**src/sv/clf_pkg.sv**
```systemverilog
package clf_pkg;

  // Longest line kept, CR and LF included; one cell per byte.
  localparam int LINE_MAX = 64;
  localparam int BYTE_W   = 8;

  localparam logic [BYTE_W-1:0] CH_LF = 8'h0A;
  localparam logic [BYTE_W-1:0] CH_CR = 8'h0D;
  localparam logic [BYTE_W-1:0] MASK7 = 8'h7F;

  // Commands broadcast to every cell of the line chain.
  typedef struct packed {
    logic clear;   // drop the whole line
    logic shift;   // move every byte one cell toward the output
    logic append;  // first empty cell takes the new byte
  } cell_ctrl_t;

endpackage

```
**src/sv/clf_cell.sv**
```systemverilog
module clf_cell (
  input  logic                       clk,
  input  logic                       rst,
  input  clf_pkg::cell_ctrl_t        ctrl,
  input  logic                       left_vld,
  input  logic [clf_pkg::BYTE_W-1:0] new_byte,
  input  logic                       right_vld,
  input  logic [clf_pkg::BYTE_W-1:0] right_byte,
  output logic                       vld,
  output logic [clf_pkg::BYTE_W-1:0] data
);
  import clf_pkg::*;

  logic take;

  // Only the first empty cell (left neighbor full) captures a new byte.
  assign take = ctrl.append && left_vld && !vld;

  always_ff @(posedge clk) begin
    if (rst) begin
      vld <= 1'b0;
    end else if (ctrl.clear) begin
      vld <= 1'b0;
    end else if (ctrl.shift) begin
      vld <= right_vld;
    end else if (take) begin
      vld <= 1'b1;
    end
  end

  always_ff @(posedge clk) begin
    if (ctrl.shift) begin
      data <= right_byte;
    end else if (take) begin
      data <= new_byte;
    end
  end

endmodule

```
**src/sv/crlf_line_framer.sv**
```systemverilog
// Channel  Dir  Handshake                 Payload
// rx       in   rx_valid / rx_ready       rx_byte
// line     out  line_valid / line_ready   line_byte, line_last
// cfg      in   cfg_wen (no wait)         cfg_wdata -> parity_enabled
//
// Each received byte is appended to the chain. A completed line of at
// most LINE_MAX bytes is then delivered one byte per cycle while
// line_ready is high, from the head cell of the chain; rx_ready is low
// for the whole delivery.
// Synchronous active-high reset empties the line and clears parity mode.
module crlf_line_framer (
  input  logic                       clk,
  input  logic                       rst,
  input  logic                       cfg_wen,
  input  logic                       cfg_wdata,
  input  logic                       rx_valid,
  output logic                       rx_ready,
  input  logic [clf_pkg::BYTE_W-1:0] rx_byte,
  output logic                       line_valid,
  input  logic                       line_ready,
  output logic [clf_pkg::BYTE_W-1:0] line_byte,
  output logic                       line_last
);
  import clf_pkg::*;

  localparam logic ST_IDLE = 1'b0;
  localparam logic ST_DUMP = 1'b1;

  logic                   state;
  logic                   state_next;
  logic                   parity_enabled;
  logic                   prev_was_cr;
  logic                   prev_was_cr_next;
  logic [BYTE_W-1:0]      b;
  logic                   rx_req;
  logic                   out_req;
  logic                   is_lf;
  logic                   is_cr;
  cell_ctrl_t             ctrl;
  logic [LINE_MAX-1:0]    vld;
  logic [BYTE_W-1:0]      data [LINE_MAX];

  // Config register; the user must write it only while idle, the block does not enforce this.
  always_ff @(posedge clk) begin
    if (rst) begin
      parity_enabled <= 1'b0;
    end else if (cfg_wen) begin
      parity_enabled <= cfg_wdata;
    end
  end

  // Mask before the LF/CR compare, so 0x8A is an LF with parity on.
  assign b      = parity_enabled ? (rx_byte & MASK7) : rx_byte;
  assign is_lf  = (b == CH_LF);
  assign is_cr  = (b == CH_CR);

  assign rx_ready   = (state == ST_IDLE);
  assign rx_req     = rx_valid && rx_ready;
  assign line_valid = (state == ST_DUMP) && vld[0];
  assign out_req    = line_valid && line_ready;

  // Head cell feeds the output; last byte when its neighbor is empty.
  assign line_byte = data[0];
  assign line_last = !vld[1];

  // Line control. Chain occupancy is a thermometer code in vld:
  //  vld[0] before append  -> line holds >= 2 bytes after append
  //  vld[LINE_MAX-2]       -> line reaches LINE_MAX bytes after append
  always_comb begin
    state_next       = state;
    prev_was_cr_next = prev_was_cr;
    ctrl             = '0;
    unique case (state)
      ST_IDLE: begin
        if (rx_req) begin
          ctrl.append      = 1'b1;
          prev_was_cr_next = is_cr;
          if (is_lf) begin
            prev_was_cr_next = 1'b0;
            if (vld[0] && prev_was_cr) begin
              state_next = ST_DUMP;
            end else begin
              ctrl.clear = 1'b1;   // lone LF drops the line
            end
          end else if (vld[LINE_MAX-2]) begin
            ctrl.clear       = 1'b1; // overlong line
            prev_was_cr_next = 1'b0;
          end
        end
      end
      ST_DUMP: begin
        if (out_req) begin
          ctrl.shift = 1'b1;
          if (line_last) begin
            state_next = ST_IDLE;
          end
        end
      end
      default: begin
        state_next = ST_IDLE;
      end
    endcase
  end

  always_ff @(posedge clk) begin
    if (rst) begin
      state       <= ST_IDLE;
      prev_was_cr <= 1'b0;
    end else begin
      state       <= state_next;
      prev_was_cr <= prev_was_cr_next;
    end
  end

  // Row of byte cells: fill from the left, drain toward cell 0.
  for (genvar i = 0; i < LINE_MAX; i++) begin : g_cell
    logic              left_vld;
    logic              right_vld;
    logic [BYTE_W-1:0] right_byte;

    if (i == 0) begin : g_head
      assign left_vld = 1'b1;
    end else begin : g_body
      assign left_vld = vld[i-1];
    end

    if (i == LINE_MAX - 1) begin : g_tail
      assign right_vld  = 1'b0;
      assign right_byte = '0;
    end else begin : g_mid
      assign right_vld  = vld[i+1];
      assign right_byte = data[i+1];
    end

    clf_cell u_cell (
      .clk        (clk),
      .rst        (rst),
      .ctrl       (ctrl),
      .left_vld   (left_vld),
      .new_byte   (b),
      .right_vld  (right_vld),
      .right_byte (right_byte),
      .vld        (vld[i]),
      .data       (data[i])
    );
  end

  // Occupancy stays a contiguous run starting at cell 0.
  a_thermo: assert property (@(posedge clk) disable iff (rst)
    ((vld >> 1) & ~vld) == '0)
    else $error("line chain has a gap");

  // No byte is taken while a line is being delivered.
  a_no_rx_in_dump: assert property (@(posedge clk) disable iff (rst)
    line_valid |-> !rx_ready)
    else $error("rx accepted during line delivery");

  // A delivered line holds at least CR and LF.
  a_dump_len: assert property (@(posedge clk) disable iff (rst)
    $rose(state) |-> (vld[0] && vld[1]))
    else $error("line shorter than two bytes delivered");

  // After the final LF leaves, the chain is empty and input reopens.
  a_line_done: assert property (@(posedge clk) disable iff (rst)
    (out_req && line_last) |=> (rx_ready && (vld == '0)))
    else $error("chain not empty after line end");

endmodule

```
**config.mk**
```make
export PLATFORM = sky130hd
export DESIGN_NAME = crlf_line_framer
export DESIGN_NICKNAME = d
export VERILOG_FILES = /design/src/sv/clf_pkg.sv /design/src/sv/clf_cell.sv /design/src/sv/crlf_line_framer.sv
export SDC_FILE = /design/constraint.sdc
export NUM_CORES = 1
export LEC_CHECK = 0
export BUFFER_PORTS_ARGS = -buffer_cell sky130_fd_sc_hd__buf_2
export CAP_MARGIN = 40
export CORE_ASPECT_RATIO = 1.2
export CORE_MARGIN = 2
export CORE_UTILIZATION = 30
export CTS_BUF_LIST = sky130_fd_sc_hd__clkbuf_2
export DETAILED_ROUTE_END_ITERATION = 8
export GPL_TIMING_DRIVEN = 0
export PLACE_DENSITY = 0.45
export RECOVER_POWER = 100
export SYNTH_ARGS = -nofsm -noshare
export SYNTH_HDL_FRONTEND = slang
export SYNTH_SLANG_ARGS = --single-unit
```
**constraint.sdc**
```tcl
create_clock -name clk -period 5.2 [get_ports clk]
set_input_delay 0.52 -clock clk [delete_from_list [all_inputs] [get_ports clk]]
set_output_delay 0.52 -clock clk [all_outputs]
set_load 0.03 [all_outputs]
```
; Word-level counts from Yosys, hierarchy flattened
; Cells that the tools add are included.
[totals]
reg_bits = 579
elab_cells = 665
[op_classes]
eq_ne = 2
n_mux = 270
n_reduce_logical = 261
bitwise_logic = 1
[ops]
columns = cell, n
row1 = 2-to-1 mux 8 bit, 127
row2 = 2-to-1 mux 1 bit, 142
row3 = logical AND 1 bit, 131
row4 = nonzero test 2 bit, 63
row5 = logical NOT 1 bit, 64
row6 = "equality test 8 x 4 -> 1 bit, second input constant", 2
row7 = OR reduction 3 bit, 1
row8 = case mux 1 bit (2 select lines), 1
row9 = AND reduction 2 bit, 1
row10 = OR reduction 2 bit, 1
row11 = inverter 1 bit, 1

; Longest topological paths before layout
; Gate-level depths: netlist of the first run.
[logic_depth]
ltp_word = 8
ltp_mapped = 6

; By module
; From an unflattened synthesis of the first run, not the netlist that was laid out.
[hier_totals]
cells_unflattened = 1500
area_unflattened_um2 = 26980.9
[by_module_without_submodules]
columns = mod, n_inst, seq_area_each_um2, area_per_inst_um2, cells_each
row1 = clf_cell, 64, 260.2, 417.9, 23
row2 = crlf_line_framer, 1, 60.1, 235.2, 28

; Worst setup path after synthesis of the first run
; Ideal clock, no wire load.
[synth_timing]
path_kind = input to register
startpoint = input rx_valid
endpoint = register g_cell[1].u_cell.data[0] (netlist bit), enable pin
path_slack_ps = 3043
setup_time_ps = 384
stages = 5
arrival_time_ps = 1773
cell_sequence = nor2b_1 -> buf_2 -> buf_2 -> nand2_1 -> o21ai_0
[synth_between]
elab_chain_cells = 6
[synth_lines]
columns = element, line
row1 = start: declaration, crlf_line_framer.sv:16  ; input logic rx_valid,
row2 = logical AND 1 bit, crlf_line_framer.sv:58  ; assign rx_req = rx_valid && rx_ready;
row3 = 2-to-1 mux 1 bit, crlf_line_framer.sv:75  ; if (rx_req) begin
row4 = 2-to-1 mux 1 bit, crlf_line_framer.sv:73  ; unique case (state)
row5 = logical AND 1 bit (2 in series), clf_cell.sv:17  ; assign take = ctrl.append && left_vld && !vld;
row6 = nonzero test 2 bit (no line), -
row7 = end signal: assignment, clf_cell.sv:33  ; data <= right_byte;
row8 = end signal: assignment, clf_cell.sv:35  ; data <= new_byte;
row9 = end: declaration, clf_cell.sv:10  ; output logic [clf_pkg::BYTE_W-1:0] data
; Every way passes these cells.
; A chain may end at the register's enable or synchronous reset.

; Worst setup path after layout of the first run
[layout_timing]
startpoint = register state
endpoint = register g_cell[1].u_cell.data[4] (netlist bit), enable pin
[layout_between]
elab_chain_cells = 7
word_cells_on_any_way = 11
classes_between = 4 x mux / 1 x bitwise / 6 x reduce/logical
[layout_lines]
columns = element, line
row1 = start: declaration, crlf_line_framer.sv:29  ; logic state;
row2 = start signal: assignment, crlf_line_framer.sv:110  ; state <= state_next;
row3 = inverter 1 bit (no line), -
row4 = logical AND 1 bit, crlf_line_framer.sv:58
row5 = 2-to-1 mux 1 bit, crlf_line_framer.sv:75
row6 = 2-to-1 mux 1 bit, crlf_line_framer.sv:73
row7 = logical AND 1 bit (2 in series), clf_cell.sv:17
row8 = nonzero test 2 bit (no line) *, -
; Mark *: on every way between the ends. The rest lies on a longest branch, timed or not.

==> impl_metrics.yaml, run 1 <==
global_routing:
  antenna_found_initial: 1
  grt-ovfl-total: 0
  grtUsageTotal_pct: 13.8
  grt_pass1_wl_microns: 86200
  grt_pass1_vias: 15300
  grt_max_degree: 17
cells_and_area:
  nets: 1888
  multi_input_area_sq_um: 6140
  area_delta_synth_final_pct: 13.6
  regArea_sq_um: 16600
  instances_no_fill: 3005
  drive_gt1_share_pct: 17.8
  nFillCells: 7869
pwr:
  leakagePower_nw: 11.2
  p_int_mw: 6.57
  power_frac_seq_pct: 58.4
  p_clk_share_pct: 37.3
  p_comb_share_pct: 4.4
  p_switching_mw: 2.10
  ir_worst_vdd_v: 0.000153
  netSwitchingFraction_pct: 24.2
  p_per_area_nw_per_um2: 324
sta:
  finClkSkew_ns: 0.0869
  slew_violations: 0
  min_period_ns: 3.30
  fin_crit_sh_pct: 63.4
  worstMarginPinSlew_ns: 1.04
  max_slew_margin_pct: 30.4
  rsz0062_at_grt: "false"
  finalSetupViolCount: 0
  tns_ns: 0
  report.final.hold_viol_count: 0
  max_freq_mhz: 303
detailed_routing:
  top_layer: "met4"
  drt-met1-wl_microns: 24000
  wl_per_cell_microns: 18.2
  antenna_left: 0
  viasPerCell: 4.68
  vias: 14100
  met3_length_microns: 1920
  dr_wl_met2_microns: 27100
  remaining_drc_errors: 0
  first_iter_violations: 740
  routed_wl_microns: 54700
  first_pass_iters: 5
logic_synthesis:
  synth_area_leader_cell: "edfxtp_1"
  synth.top_cell.area_share_pct: 64.1
  synthesis.nets: 1616
  synth_cells: 1602
  synthArstFlopShare_pct: 0
  syn_avg_cell_area_sq_um: 14.7
  synthFlopType: "edfxtp_1"
  yosys-top-cells-area: "edfxtp_1 64%, a21o_1 16%, dfxtp_1 6.4%"
  seq_area_frac_synth_pct: 70.5
  synth.ff_latch_count: 579
  yosys_warnings: 0
  synth_edf_count: 504
  synth_cell_types: 37
  synth_area_sq_um: 23600
clock_network:
  cts-resized-gates: 0
  h-tree-depth: 4
  cts_tree: "built"
  numClockSinks: 579
  clk_latency_ns: 1.29
  clk_path_buf_depth: 3
  clk_pin_slew_ns: 0.10
  numCtsBuffers: 152
  cts_root_buf: "clkbuf_2"
placement:
  dpl.hpwl_microns: 37800
  io_buffers: 24
  gp_congestion: 0.750
  place_inst: 2718
setup_path:
  path_buf_inv: 3
  cp_slowest_cell: "clkbuf_1"
  crit_path_end_kind: "flip-flop"
  critPathTopFamily: "buffers and inverters"
  crit_arrival_ns: 4.17
  max_stage_delay_ns: 0.59
  cp.required_ns: 6.07
  start_kind: "flip-flop"
  crit_fanout: 10
  cp_common_cell: "clkbuf_1"
  path_cells: "nor2b_1 > clkbuf_1 > clkbuf_1 > nand2_1 > o21ai_0 > clkbuf_1"
  crit_type: "flip-flop to flip-flop"
floorplan:
  die_width_microns: 260
  core_area_sq_um: 77900
  io_pins: 25
  rows: 112
  initial_core_util_pct: 30.3
  die-height_microns: 311
  dieArea_sq_um: 81000
worst_hold_path:
  hold_class: "primary input to flip-flop"
status:
  outcome: "finished clean"
job:
  timing.max_cap.violations: 0
-- cells in the final DEF, fill, tap and decap left out, drive strengths merged, types with 3 or more instances in the layout --
master       Yosys  routed
clkbuf          54     426
nand2            3       3
dfxtp           75      75
nor3            62      62
a21o           504     504
inv              3       8
nor2b            8       8
dlygate4sd3      0      28
nor2            73      73
o21ai           63      63
buf            101      49
bufinv           0       4
nand2b          62      62
mux2i            8       8
a21oi            3       3
clkinv           0      19
a211oi          61      61
edfxtp         504     504
-- cells in the mapped netlist (8+ instances only) --
library cell,n
nor2_1,72
mux2i_1,8
dfxtp_1,75
edfxtp_1,504
buf_2,90
nor2b_1,8
a21o_1,504
nand2b_1,62
nor3_2,57
o21ai_0,63
clkbuf_1,54
a211oi_1,61
-- cell type report --
cell class	count	area share (%)
flip-flops and latches	579	62.1
plain buffers	155	2.61
multi-input cells	865	22.9
repair buffers	118	2.49
diodes	1	0.00934
clock inverters	28	0.803
well taps	1026	4.79
clock buffers	230	4.29
inverters	3	0.0420
-- flip-flops by register name (all words and copies together) (netlist names) --
register / cells
g_cell.u_cell.data: 512
g_cell.u_cell.vld: 64
parity_enabled: 1
prev_was_cr: 1
state: 1
-- through the flow --
| step | power (mW) | cell area, sq um | hold slack [ns] | utilization, % | setup WS (ns) |
|---|---|---|---|---|---|
| floorplan | 5.42 | 23600 | 0.435 | - | 3.04 |
| global placement | 5.53 | 25000 | 0.477 | 32.1 | 1.66 |
| detailed placement | 5.54 | 25400 | 0.474 | 32.6 | 2.51 |
| CTS | 8.86 | 27100 | 0.178 | 34.7 | 2.27 |
| global route | 9.09 | 26800 | 0.251 | 34.4 | 1.77 |
| finish | 8.67 | 26800 | 0.369 | 34.4 | 1.90 |
-- per-layer routing --
metal  vias up  global-route usage [%]
met1      7048                    16.7
met2       232                    23.2
li1       6678                       -
met4         0                    6.38
met5         -                       0
met3       105                    3.29
-- repair_timing --
action / 4_1_cts / 5_1_grt
hold buffers: 28 / 0
endpoints found under the hold margin: 85 / 0
buffers inserted: 0 / 0
-- worst reg2reg max path: stages (launching register included) --
cell	delay, ns
dfxtp_1	0.39
nor2b_1	0.26
clkbuf_1	0.59
clkbuf_1	0.56
nand2_1	0.15
o21ai_0	0.56
clkbuf_1	0.44
-- cells by family after synthesis --
kind of cell | after synthesis | synth area share [%]
mux | 9 | 0.387
simple gates | 219 | 6.07
buf+inv | 158 | 3.50
compound gates | 637 | 19.6
flops | 579 | 70.5
-- final timing paths --
kind                             from                        end  slack [ns]  cells past startpoint
max                             state   g_cell[1].u_cell.data[4]        1.90                      6
max reg2reg                     state   g_cell[1].u_cell.data[4]        1.90                      6
min reg2reg  g_cell[5].u_cell.data[0]   g_cell[4].u_cell.data[0]        0.46                      1
min                        rx_byte[7]  g_cell[63].u_cell.data[7]        0.37                      5
-- power groups by stage --
stage | clock network, mW | registers, mW | logic (mW)
6_report | 3.23 | 5.06 | 0.378
5_1_grt | 3.61 | 5.06 | 0.419
4_1_cts | 3.41 | 5.06 | 0.395
3_5_place_dp | 0 | 5.17 | 0.377
3_3_place_gp | 0 | 5.17 | 0.365
2_1_floorplan | 0 | 5.17 | 0.246
(Power assumes the default switching activity.)
==> run 2: changes to the inputs <==
==> constraint.sdc (replaced) <==
create_clock -name clk -period 3.2 [get_ports clk]
set_input_delay 0.32 -clock clk [delete_from_list [all_inputs] [get_ports clk]]
set_output_delay 0.32 -clock clk [all_outputs]
set_load 0.03 [all_outputs]
==> impl_metrics.yaml, run 2 (synthesized netlist as in run 1, its figures left out) <==
status:
  outcome: "finished clean"
cells_and_area:
  drive_gt1_share_pct: 16.2
  final_util_pct: 34.2
  final_cell_mix: "504 x a21o_1, 504 x edfxtp_1, 233 x clkbuf_2"
  reg.largest.list: "g_cell.u_cell.data x512, g_cell.u_cell.vld x64"
  largest_register_ffs: 512
  regMostFlops: "g_cell.u_cell.data"
  area_delta_synth_final_pct: 12.8
  nets: 1896
  nFillCells: 7894
setup_path:
  crit_type: "primary input to flip-flop"
  reg2reg_depth: 6
  crit_path_end_kind: "flip-flop"
  crit_fanout: 10
  cp.required_ns: 4.35
  rrSetupSlack_ns: 0.33
  r2r-end: "g_cell[37].u_cell.data[2]"
  start_kind: "primary input"
  reg2reg_from: "g_cell[0].u_cell.vld"
  crit_arrival_ns: 4.11
clock_network:
  numCtsBuffers: 152
  numClockSinks: 579
  clk_path_buf_depth: 3
  h-tree-depth: 4
  clk_latency_ns: 1.29
  clk_pin_slew_ns: 0.10
  cts_root_buf: "clkbuf_2"
  cts_tree: "built"
  postCtsSetupBuffers: 0
pwr:
  power_mw: 14.1
  leakagePower_nw: 11.3
  p_per_area_nw_per_um2: 529
  ir_worst_vdd_v: 0.000248
sta:
  worstMarginPinSlew_ns: 1.40
  min_period_ns: 2.96
  max_slew_margin_pct: 6.80
  hold_slack_ns: 0.318
  finalWorstSetupSlack_ns: 0.243
  max_freq_mhz: 338
  fin_crit_sh_pct: 92.4
  finClkSkew_ns: 0.0844
  report.final.hold_viol_count: 0
  finalSetupViolCount: 0
  slew_violations: 0
  rsz0062_at_grt: "false"
floorplan:
  core_area_sq_um: 77900
  die_width_microns: 260
  dieArea_sq_um: 81000
  io_pins: 25
  initial_core_util_pct: 30.3
  rows: 112
  die-height_microns: 311
global_routing:
  antenna_found_initial: 1
  grtUsageTotal_pct: 13.8
  grt_max_degree: 17
  grt-ovfl-total: 0
  grt_pass1_wl_microns: 86300
  grt_pass1_vias: 15300
worst_hold_path:
  worstHoldPathCells: 6
  hold_class: "primary input to flip-flop"
  hp-start: "line_ready"
  whs_endpoint: "g_cell[1].u_cell.vld"
detailed_routing:
  first_pass_iters: 4
  wl_per_cell_microns: 18.2
  remaining_drc_errors: 0
  first_iter_violations: 744
  antenna_left: 0
  routed_wl_microns: 54900
  viasPerCell: 4.68
  vias: 14100
placement:
  gp_congestion: 0.750
  io_buffers: 24
  dpl.hpwl_microns: 37800
  pre_cts_slack_ns: 0.591
job:
  timing.max_cap.violations: 0
==> run 2: worst max-delay path, stage by stage <==
cell	delay, ns
dlygate4sd3_1	0.55
clkbuf_1	0.17
dlygate4sd3_1	0.67
nor3b_1	0.21
dlygate4sd3_1	0.60
a31oi_1	0.09
o21bai_1	0.17
clkbuf_1	0.80
clkbuf_2	0.43
nor3_1	0.10
==> run 2: through the flow <==
stage          area (sq um)  TNS, ns  std cells
2_1_floorplan         23600        0       1602
3_3_place_gp          25000    -1.12       2652
3_5_place_dp          25400        0       2718
4_1_cts               27100        0       3012
5_1_grt               26600        0       3013
6_report              26600        0       3013
==> run 2: layout make-up <==
cell class                      instances  area (sq um)  area share (%)
Sequential cell                       579         16600            62.5
Multi-Input combinational cell        865          5880            22.1
Tap cell                             1026          1280            4.82
Clock buffer                          230          1150            4.32
Buffer                                155           734            2.76
Timing Repair Buffer                  126           713            2.68
Clock inverter                         28           215           0.808
Inverter                                3          11.3          0.0423
Antenna cell                            1          2.50         0.00940
==> run 2: power by group <==
part	total, mW	internal, mW	switching (mW)
logic	0.605	0.259	0.347
clock network	5.25	2.20	3.05
registers	8.22	8.21	0.0114
==> run 2: repair_timing <==
item                      CTS  global route
hold endpoints to repair  254             0
hold buffers               36             0
gates resized for setup     0             0
==> run 2: how the worst max path moves through the flow <==
stage                                    start                        end  slack (ns)  depth (start not counted)
final                               rx_byte[0]      g_cell[31].u_cell.vld        0.24                         10
after floorplan                       rx_valid   g_cell[1].u_cell.data[0]        1.24                          5
after detailed placement  g_cell[0].u_cell.vld  g_cell[58].u_cell.data[2]        0.59                          6
after global placement                rx_valid   g_cell[1].u_cell.data[2]       -0.14                          6
after global routing                     state   g_cell[1].u_cell.data[5]        0.22                          6
after CTS                 g_cell[0].u_cell.vld                 line_valid        0.47                          2
==> run 2: metal layers <==
| metal | GRT usage, % | part of all wire [%] |
|---|---|---|
| met4 | 6.21 | 3.1 |
| met3 | 3.27 | 3.5 |
| met5 | 0 | 0 |
| met2 | 23.3 | 49 |
| met1 | 16.8 | 44 |
==> run 3: changes to the inputs <==
--- a/config.mk
+++ b/config.mk
@@ -5,15 +5,16 @@
 export SDC_FILE = /design/constraint.sdc
 export NUM_CORES = 1
 export LEC_CHECK = 0
+export ABC_CLOCK_PERIOD_IN_PS = 3200
 export BUFFER_PORTS_ARGS = -buffer_cell sky130_fd_sc_hd__buf_2
 export CAP_MARGIN = 40
 export CORE_ASPECT_RATIO = 1.2
 export CORE_MARGIN = 2
-export CORE_UTILIZATION = 30
+export CORE_UTILIZATION = 44
 export CTS_BUF_LIST = sky130_fd_sc_hd__clkbuf_2
 export DETAILED_ROUTE_END_ITERATION = 8
 export GPL_TIMING_DRIVEN = 0
-export PLACE_DENSITY = 0.45
+export PLACE_DENSITY = 0.6
 export RECOVER_POWER = 100
 export SYNTH_ARGS = -nofsm -noshare
 export SYNTH_HDL_FRONTEND = slang
==> impl_metrics.yaml, run 3 (synthesized netlist as in run 1, its figures left out) <==
placement:
  dpl.hpwl_microns: 34500
  pre_cts_slack_ns: 0.724
  io_buffers: 24
  place_inst: 2404
  gp_congestion: 0.845
cells_and_area:
  area_delta_synth_final_pct: 11.1
  multi_input_area_sq_um: 5870
  regArea_sq_um: 16600
  nets: 1891
  final_cell_mix: "504 x a21o_1, 504 x edfxtp_1, 209 x clkbuf_2"
  drive_gt1_share_pct: 15.5
  reg.largest.list: "g_cell.u_cell.data x512, g_cell.u_cell.vld x64"
  instances_no_fill: 2688
  regMostFlops: "g_cell.u_cell.data"
  largest_register_ffs: 512
  nFillCells: 4811
detailed_routing:
  routed_wl_microns: 50500
  viasPerCell: 5.27
  vias: 14200
  first_pass_iters: 5
  first_iter_violations: 995
  wl_per_cell_microns: 18.8
  remaining_drc_errors: 0
  antenna_left: 0
pwr:
  p_per_area_nw_per_um2: 534
  p_switching_mw: 3.31
  leakagePower_nw: 11.3
  p_int_mw: 10.7
  power_frac_seq_pct: 58.8
  p_clk_share_pct: 37.0
  ir_worst_vdd_v: 0.000392
  p_comb_share_pct: 4.3
  netSwitchingFraction_pct: 23.6
clock_network:
  cts_tree: "built"
  cts_root_buf: "clkbuf_2"
  clk_path_buf_depth: 3
  h-tree-depth: 4
  postCtsSetupBuffers: 0
  numCtsBuffers: 147
  numClockSinks: 579
  clk_pin_slew_ns: 0.12
  clk_latency_ns: 1.30
setup_path:
  cp.required_ns: 4.32
  start_kind: "primary input"
  cp_slowest_cell: "clkbuf_1"
  crit_arrival_ns: 3.96
  path_cells: "dlygate4sd3_1 > clkbuf_1 > dlygate4sd3_1 > nor3b_1 > dlygate4sd3_1 > a31oi_1 > o21bai_1 > clkbuf_1 > buf_12 > nor3_1"
  max_stage_delay_ns: 0.86
  crit_type: "primary input to flip-flop"
  crit_fanout: 10
  cp_common_cell: "dlygate4sd3_1"
  crit_path_end_kind: "flip-flop"
floorplan:
  dieArea_sq_um: 55500
  die_width_microns: 215
  initial_core_util_pct: 44.2
  io_pins: 25
  rows: 93
  die-height_microns: 258
  core_area_sq_um: 53400
sta:
  finalWorstSetupSlack_ns: 0.361
  slew_violations: 0
  finalSetupViolCount: 0
  min_period_ns: 2.84
  worstMarginPinSlew_ns: 1.31
  max_freq_mhz: 352
  max_slew_margin_pct: 12.4
  fin_crit_sh_pct: 88.7
  report.final.hold_viol_count: 0
  rsz0062_at_grt: "false"
  finClkSkew_ns: 0.0827
global_routing:
  grt_max_degree: 17
  grt_pass1_wl_microns: 80800
  antenna_found_initial: 1
  grt_pass1_vias: 15100
  grt-ovfl-total: 0
  grtUsageTotal_pct: 18.7
worst_hold_path:
  hold_class: "primary input to flip-flop"
status:
  outcome: "finished clean"
job:
  timing.max_cap.violations: 0
## run 3: worst max-delay path, delay by kind of cell
kind	cells	cell delay [ns]
buf+inv	6	3.03
compound gates	2	0.31
simple gates	2	0.28
## run 3: timing repair
item,in CTS,in global routing
gates resized for setup,0,0
hold buffers,36,0
hold endpoints to repair,278,0
## run 3: per-stage QoR
stage	util, %	instance area (sq um)	hold WS, ns	power [mW]	TNS (ns)
after floorplan	-	23600	0.389	8.80	0
after global placement	46.1	24600	0.462	8.97	-0.918
after detailed placement	46.8	25000	0.469	8.99	0
after CTS	50.0	26700	0.0388	14.2	0
after global routing	49.1	26200	0.187	14.6	0
final	49.1	26200	0.240	14.0	0
## run 3: worst paths after layout
check / cells past startpoint / end / start / slack, ns
max: 10 / g_cell[20].u_cell.vld / rx_byte[2] / 0.36
min: 6 / g_cell[2].u_cell.vld / line_ready / 0.24
max reg2reg: 6 / g_cell[1].u_cell.data[6] / state / 0.37
min reg2reg: 1 / g_cell[9].u_cell.data[4] / g_cell[10].u_cell.data[4] / 0.48
## run 3: area by class of cell
| type | count | share of cell area [%] |
|---|---|---|
| diodes | 3 | 0.0286 |
| plain buffers | 155 | 2.89 |
| clock buffers | 209 | 3.99 |
| clock inverters | 36 | 1.13 |
| inverters | 3 | 0.0429 |
| multi-input cells | 865 | 22.4 |
| flip-flops and latches | 579 | 63.4 |
| well taps | 712 | 3.40 |
| repair buffers | 126 | 2.72 |
## run 3: power by group through the flow
| stage | Combinational, mW | Clock, mW | Sequential, mW |
|---|---|---|---|
| after floorplan | 0.400 | 0 | 8.40 |
| after global placement | 0.569 | 0 | 8.40 |
| after detailed placement | 0.596 | 0 | 8.40 |
| after CTS | 0.625 | 5.37 | 8.22 |
| after global routing | 0.661 | 5.74 | 8.23 |
| final | 0.599 | 5.17 | 8.22 |
## run 3: per-layer routing
layer	track usage, %	share of wire (%)
met5	0	0
met4	8.05	3.0
met3	4.66	4.3
met2	31.5	49
met1	23.0	44
